### config.mk
export PLATFORM = sky130hd
export DESIGN_NAME = kqt_ram
export DESIGN_NICKNAME = d
export VERILOG_FILES = /design/src/rtl/kqt_ram.sv
export SDC_FILE = /design/constraint.sdc
export NUM_CORES = 1
export LEC_CHECK = 0
export BUFFER_PORTS_ARGS = -buffer_cell sky130_fd_sc_hd__buf_2
export CAP_MARGIN = 0
export CORE_ASPECT_RATIO = 0.75
export CORE_UTILIZATION = 40
export DETAILED_ROUTE_END_ITERATION = 16
export PLACE_DENSITY = 0.58
export SYNTH_ARGS = -nofsm -noshare
export SYNTH_HDL_FRONTEND = slang
export SYNTH_SLANG_ARGS = --single-unit
### constraint.sdc
create_clock -name clk -period 5.9 [get_ports clk]
set_input_delay 1.18 -clock clk [delete_from_list [all_inputs] [get_ports clk]]
set_output_delay 1.18 -clock clk [all_outputs]
set_load 0.01 [all_outputs]
### src/rtl/kqt_ram.sv
`timescale 1ns / 1ps
// ----------------------------------------------------------------------------
// kqt_ram
// Simple dual-port RAM: one write port, one read port, registered read data.
// ----------------------------------------------------------------------------
module kqt_ram #(
    parameter int WIDTH = 8,
    parameter int DEPTH = 16,
    localparam int ADDR_W = (DEPTH > 1) ? $clog2(DEPTH) : 1
) (
    input  logic              clk,
    input  logic              we,
    input  logic [ADDR_W-1:0] waddr,
    input  logic [WIDTH-1:0]  wdata,
    input  logic [ADDR_W-1:0] raddr,
    output logic [WIDTH-1:0]  rdata
);

    logic [WIDTH-1:0] mem [DEPTH];
    logic [WIDTH-1:0] rdata_reg;

    always_ff @(posedge clk)
    begin
        if (we)
        begin
            mem[waddr] <= wdata;
        end
        rdata_reg <= mem[raddr];
    end

    assign rdata = rdata_reg;

endmodule

# Word-level counts from Yosys, hierarchy flattened
# Memory sizes are Yosys's and may differ from the RTL's. A register that Yosys moved wholly into a read port is not among the register bits.
# Cells that the tools add are included.
[word_totals]
register_bits = 0
latch_bits = 0
ram_bits = 128
rom_bits = 0
n_memories = 1
[mem_list]
columns = ["memory", "depth", "word_bits", "read_ports", "rd_clocked_by_memory_dff", "wr", "line_no", "text"]
rows = [
  ["mem", 16, 8, 1, 1, 1, "19", "logic [WIDTH-1:0] mem [DEPTH];"],
]
[classes]
addsub = 0
mul = 0
div_mod_pow = 0
n_lt_le_gt_ge = 0
eq_ne = 0
n_shift = 0
mux = 2
bitwise_logic = 0
n_reduce_logical = 0
[op_table]
columns = ["operator", "count"]
rows = [
  ["2-to-1 mux 1 bit", 2],
]

# Depth between registers and ports, before layout
[logic_depth]
depth_word = 2
mapped_depth = 5
ltp_nobuf = 3

# Worst setup path after synthesis
# Ideal clock, no wire load.
[synth_timing]
kind = "input -> register"
from = "in waddr[2]"
to = "mem mem[0][0] (enable)"
setup_ns = 0.383
t_arrival_ns = 2.290
required_time_ns = 5.517
setup_slack_ns = 3.227
cell_stages = 2
path_buffers = 0
cell_sequence = "or3b_2 nor3_1"
[synth_rtl]
columns = ["item", "line_no", "text"]
rows = [
  ["from (decl)", "13", "input logic [ADDR_W-1:0] waddr,"],
  ["to (decl)", "19", ""],
]
# Straight into the memory's write port.

==> results.txt <==
----------------------------------------------------
[Status]
  Result of the run ... finished clean

[Final layout]
  Diode count ... 0
  Number of flip-flops in the largest register ... 128
  Number of nets in the final layout ... 284
  Layout area overhead ... 17.1%
  Fraction of layout cells with a size suffix above 1 ... 28.3%

[Critical path]
  Worst flop-to-flop path endpoint ... rdata[3]
  Cells traversed along the worst timing path ... buf_2 -> mux4_1 -> a22oi_1 -> nand2_1
  Nature of the critical path startpoint ... primary input
  Worst reg2reg startpoint ... mem[0][3]
  Req. time, crit path ... 6200 ps
  Worst reg-to-reg setup slack ... 4590 ps
  Buffers plus inverters on the worst setup path ... 1
  Worst endpoint data arrival time ... 2990 ps
  Slowest cell on crit path ... sky130_fd_sc_hd__buf_2
  Number of cells on the worst reg-to-reg path ... 3
  Crit. End Element ... register
  Max Fanout on Critical Path ... 32
  Crit path largest cell delay ... 780 ps
  Cell type group with the largest total delay on the critical path ... buffers and inverters
  Setup CP Type ... primary input to register

[Synthesis]
  Cell Area, Synth ... 5150 um2
  Total of flip-flops plus latches after synthesis ... 136
  Simple-Gate Fraction of Synth Area ... 3.18%
  Number of warnings reported in the yosys synthesis log ... 0
  Xor and xnor fraction of the mapped netlist area ... 0%
  Mux share of post-synthesis cell area ... 15.0%
  Distinct cell type count after synthesis ... 19
  Synthesized instance count ... 229
  Largest area contributor in the netlist ... sky130_fd_sc_hd__edfxtp_1
  Synth Area per Inst ... 22.5 um2
  Main combinational cell family by area after synthesis ... multiplexers
  Compound-cell area share of the yosys netlist ... 2.33%
  Largest cells by area after synthesis ... sky130_fd_sc_hd__edfxtp_1 (75%), sky130_fd_sc_hd__mux4_2 (7.9%), sky130_fd_sc_hd__mux4_1 (7.1%)
  Share of the synthesized area in the top cell type ... 74.7%
  Register area share after synthesis ... 77.8%
  Area share of fa/ha/maj cells after synthesis ... 0%
  Total nets after synthesis ... 247

[Timing]
  Worst setup skew after layout ... 11.9 ps
  Fin crit share ... 45.5%
  Time the worst path needs with I/O delays and setup ... 2690 ps
  Setup repair after global routing missed its margin ... false
  Transition time at the pin with the least slew margin ... 1050 ps
  Final setup fails ... 0
  Setup TNS ... 0 ps
  Max Clk Rate ... 372 MHz
  Final hold viol count ... 0
  Number of max-slew violations in the final report ... 0
  Worst Slack Setup Final ... 3210 ps
  Normalized max-slew margin ... 30.1%

[Die]
  Effective utilization at floorplan ... 41.5%
  Vertical die dimension ... 100 um
  Core Box Area ... 12400 um2
  Die X ... 133 um
  Floorplan die area ... 13300 um2
  I/O pin count ... 26
  Number of rows in the core area ... 35

[Clock network]
  CTS tree ... yes
  Clock Tree Buf Depth ... 2
  Clock Sinks ... 136
  Clock buffers created by TritonCTS ... 17
  Later-pin clock latency in the skew report ... 420 ps
  Hold bufs inserted after CTS ... 0
  Depth of the CTS H-tree ... 4
  Clock root buffer master ... sky130_fd_sc_hd__clkbuf_16
  Buffer count from post-CTS setup fixing ... 0
  Clock transition at the registers of the reported paths ... 60 ps
  Number of instances resized during post-cts repair ... 0

[Pwr]
  Clock power share ... 47.5%
  Power, Total ... 2250 uW
  Leakage Power ... 0.00200 uW
  Net switching power of the design ... 468 uW
  Switching fraction of total power ... 20.8%
  Pwr/cell area ... 374 nW/um2
  Worst voltage drop across the vdd grid ... 0.193 mV
  Part of the power in registers ... 48.2%
  Portion of total power attributed to combinational logic ... 4.2%
  Internal power summed over all cells ... 1790 uW

[Routing]
  Count of unresolved DRC violations after routing ... 0
  WL met3 ... 589 um
  Uppermost metal layer occupied by signal nets ... met5
  Final Routed Wirelength ... 9720 um
  DR vias ... 2366
  Wl on met1 ... 4790 um
  WL/cell ... 21.8 um
  Router iterations before antenna repair ... 5
  First-iteration detailed-routing DRC count ... 153
  Metal2 WL ... 4180 um
  Remaining antenna violation count after routing ... 0
  Drt via density ... 5.32

[GRT]
  Initial antenna violation count ... 1
  GRT Overall Usage ... 16.1%
  Global-route wire length before repair ... 14600 um
  Pin count of the biggest net entering global routing ... 33
  Via count of the first global-routing pass ... 2441
  Total grt overflow ... 0

[Min path]
  Path category of the worst min-delay check ... register to register
  Hold path start ... mem[4][2]
  Terminating pin of the worst hold path ... rdata[2]
  Hold Crit Depth ... 3

[Placed design]
  Pre-CTS setup slack ... 2650 ps
  HPWL after detailed placement ... 6040 um
  RePlAce Congestion ... 0.714
  Count of input and output buffers ... 25

[Run]
  # Max-Cap Violations ... 0

----------------------------------------------------
power groups by stage:
stage,combinational (uW),clock [uW],sequential [uW]
finish,95.5,1070,1090
global route,103,1120,1090
CTS,96.7,1090,1090
detailed placement,96.6,0,1110
global placement,94.7,0,1110
floorplan,54.8,0,1110
how the worst max path moves through the flow:
stage              from        end  depth (start not counted)  slack (ps)
2_1_floorplan  waddr[2]  mem[0][0]                          2        3230
3_3_place_gp   waddr[2]  mem[0][2]                          3        2610
3_5_place_dp   waddr[2]  mem[0][1]                          3        2650
4_1_cts        waddr[2]  mem[0][1]                          3        3060
5_1_grt        raddr[0]   rdata[0]                          4        3070
6_report       raddr[0]   rdata[3]                          4        3210
Yosys cell counts:
cell,count
sky130_fd_sc_hd__a22oi_1,16
sky130_fd_sc_hd__buf_2,3
sky130_fd_sc_hd__or3b_2,1
sky130_fd_sc_hd__nand3b_1,2
sky130_fd_sc_hd__mux4_2,18
sky130_fd_sc_hd__edfxtp_1,128
sky130_fd_sc_hd__nor3_1,4
sky130_fd_sc_hd__nand2b_1,2
sky130_fd_sc_hd__nand3_1,1
sky130_fd_sc_hd__mux4_1,14
sky130_fd_sc_hd__nor2b_1,1
sky130_fd_sc_hd__and2b_1,1
sky130_fd_sc_hd__buf_6,3
sky130_fd_sc_hd__buf_4,1
sky130_fd_sc_hd__clkdlybuf4s25_2,3
sky130_fd_sc_hd__and2_1,1
sky130_fd_sc_hd__nor2_1,13
sky130_fd_sc_hd__nand2_1,9
sky130_fd_sc_hd__dfxtp_1,8
routing by layer:
metal  up-vias  global-route usage [%]
met4         2                    8.93
met3        20                    4.85
li1       1052                       -
met2        71                    22.1
met1      1221                    23.0
met5         -                       0
kinds of logic (layout without fill, tap and decap cells):
group | after synthesis | after routing
AO/OA/AOI/OAI | 16 | 16
flip-flops | 136 | 136
buffers and inverters | 10 | 60
AND/OR/NAND/NOR | 35 | 35
multiplexers | 32 | 32
worst min-delay path: stages, from the launching register on:
cell	delay, ps
sky130_fd_sc_hd__edfxtp_1	310
sky130_fd_sc_hd__mux4_1	220
sky130_fd_sc_hd__a22oi_1	60
sky130_fd_sc_hd__nand2_1	60
metrics by stage:
stage          instance area (um2)  hold WS, ps  utilization, %  cells
2_1_floorplan                 5150          629               -    229
3_3_place_gp                  5410          657            43.7    412
3_5_place_dp                  5410          667            43.7    412
4_1_cts                       6020          690            48.6    444
5_1_grt                       6030          716            48.6    445
6_report                      6030          683            48.6    445
final cells by class:
type,count,area [um2]
Tap cell,166,208
Fill cell,999,6370
Multi-Input combinational cell,83,1060
Timing Repair Buffer,28,148
Sequential cell,136,4000
Clock inverter,14,176
Clock buffer,18,429
cells in the final DEF, fill, tap and decap left out, drive strengths merged, types with 2 or more instances in the layout:
| cell | netlist | routed |
|---|---|---|
| edfxtp | 128 | 128 |
| dfxtp | 8 | 8 |
| nor3 | 4 | 4 |
| nand2b | 2 | 2 |
| clkinvlp | 0 | 2 |
| clkinv | 0 | 8 |
| nand2 | 9 | 9 |
| bufinv | 0 | 3 |
| nor2 | 13 | 13 |
| clkbuf | 0 | 19 |
| nand3b | 2 | 2 |
| mux4 | 32 | 32 |
| a22oi | 16 | 16 |
| buf | 7 | 27 |
Power figures use the tool's default switching activity.
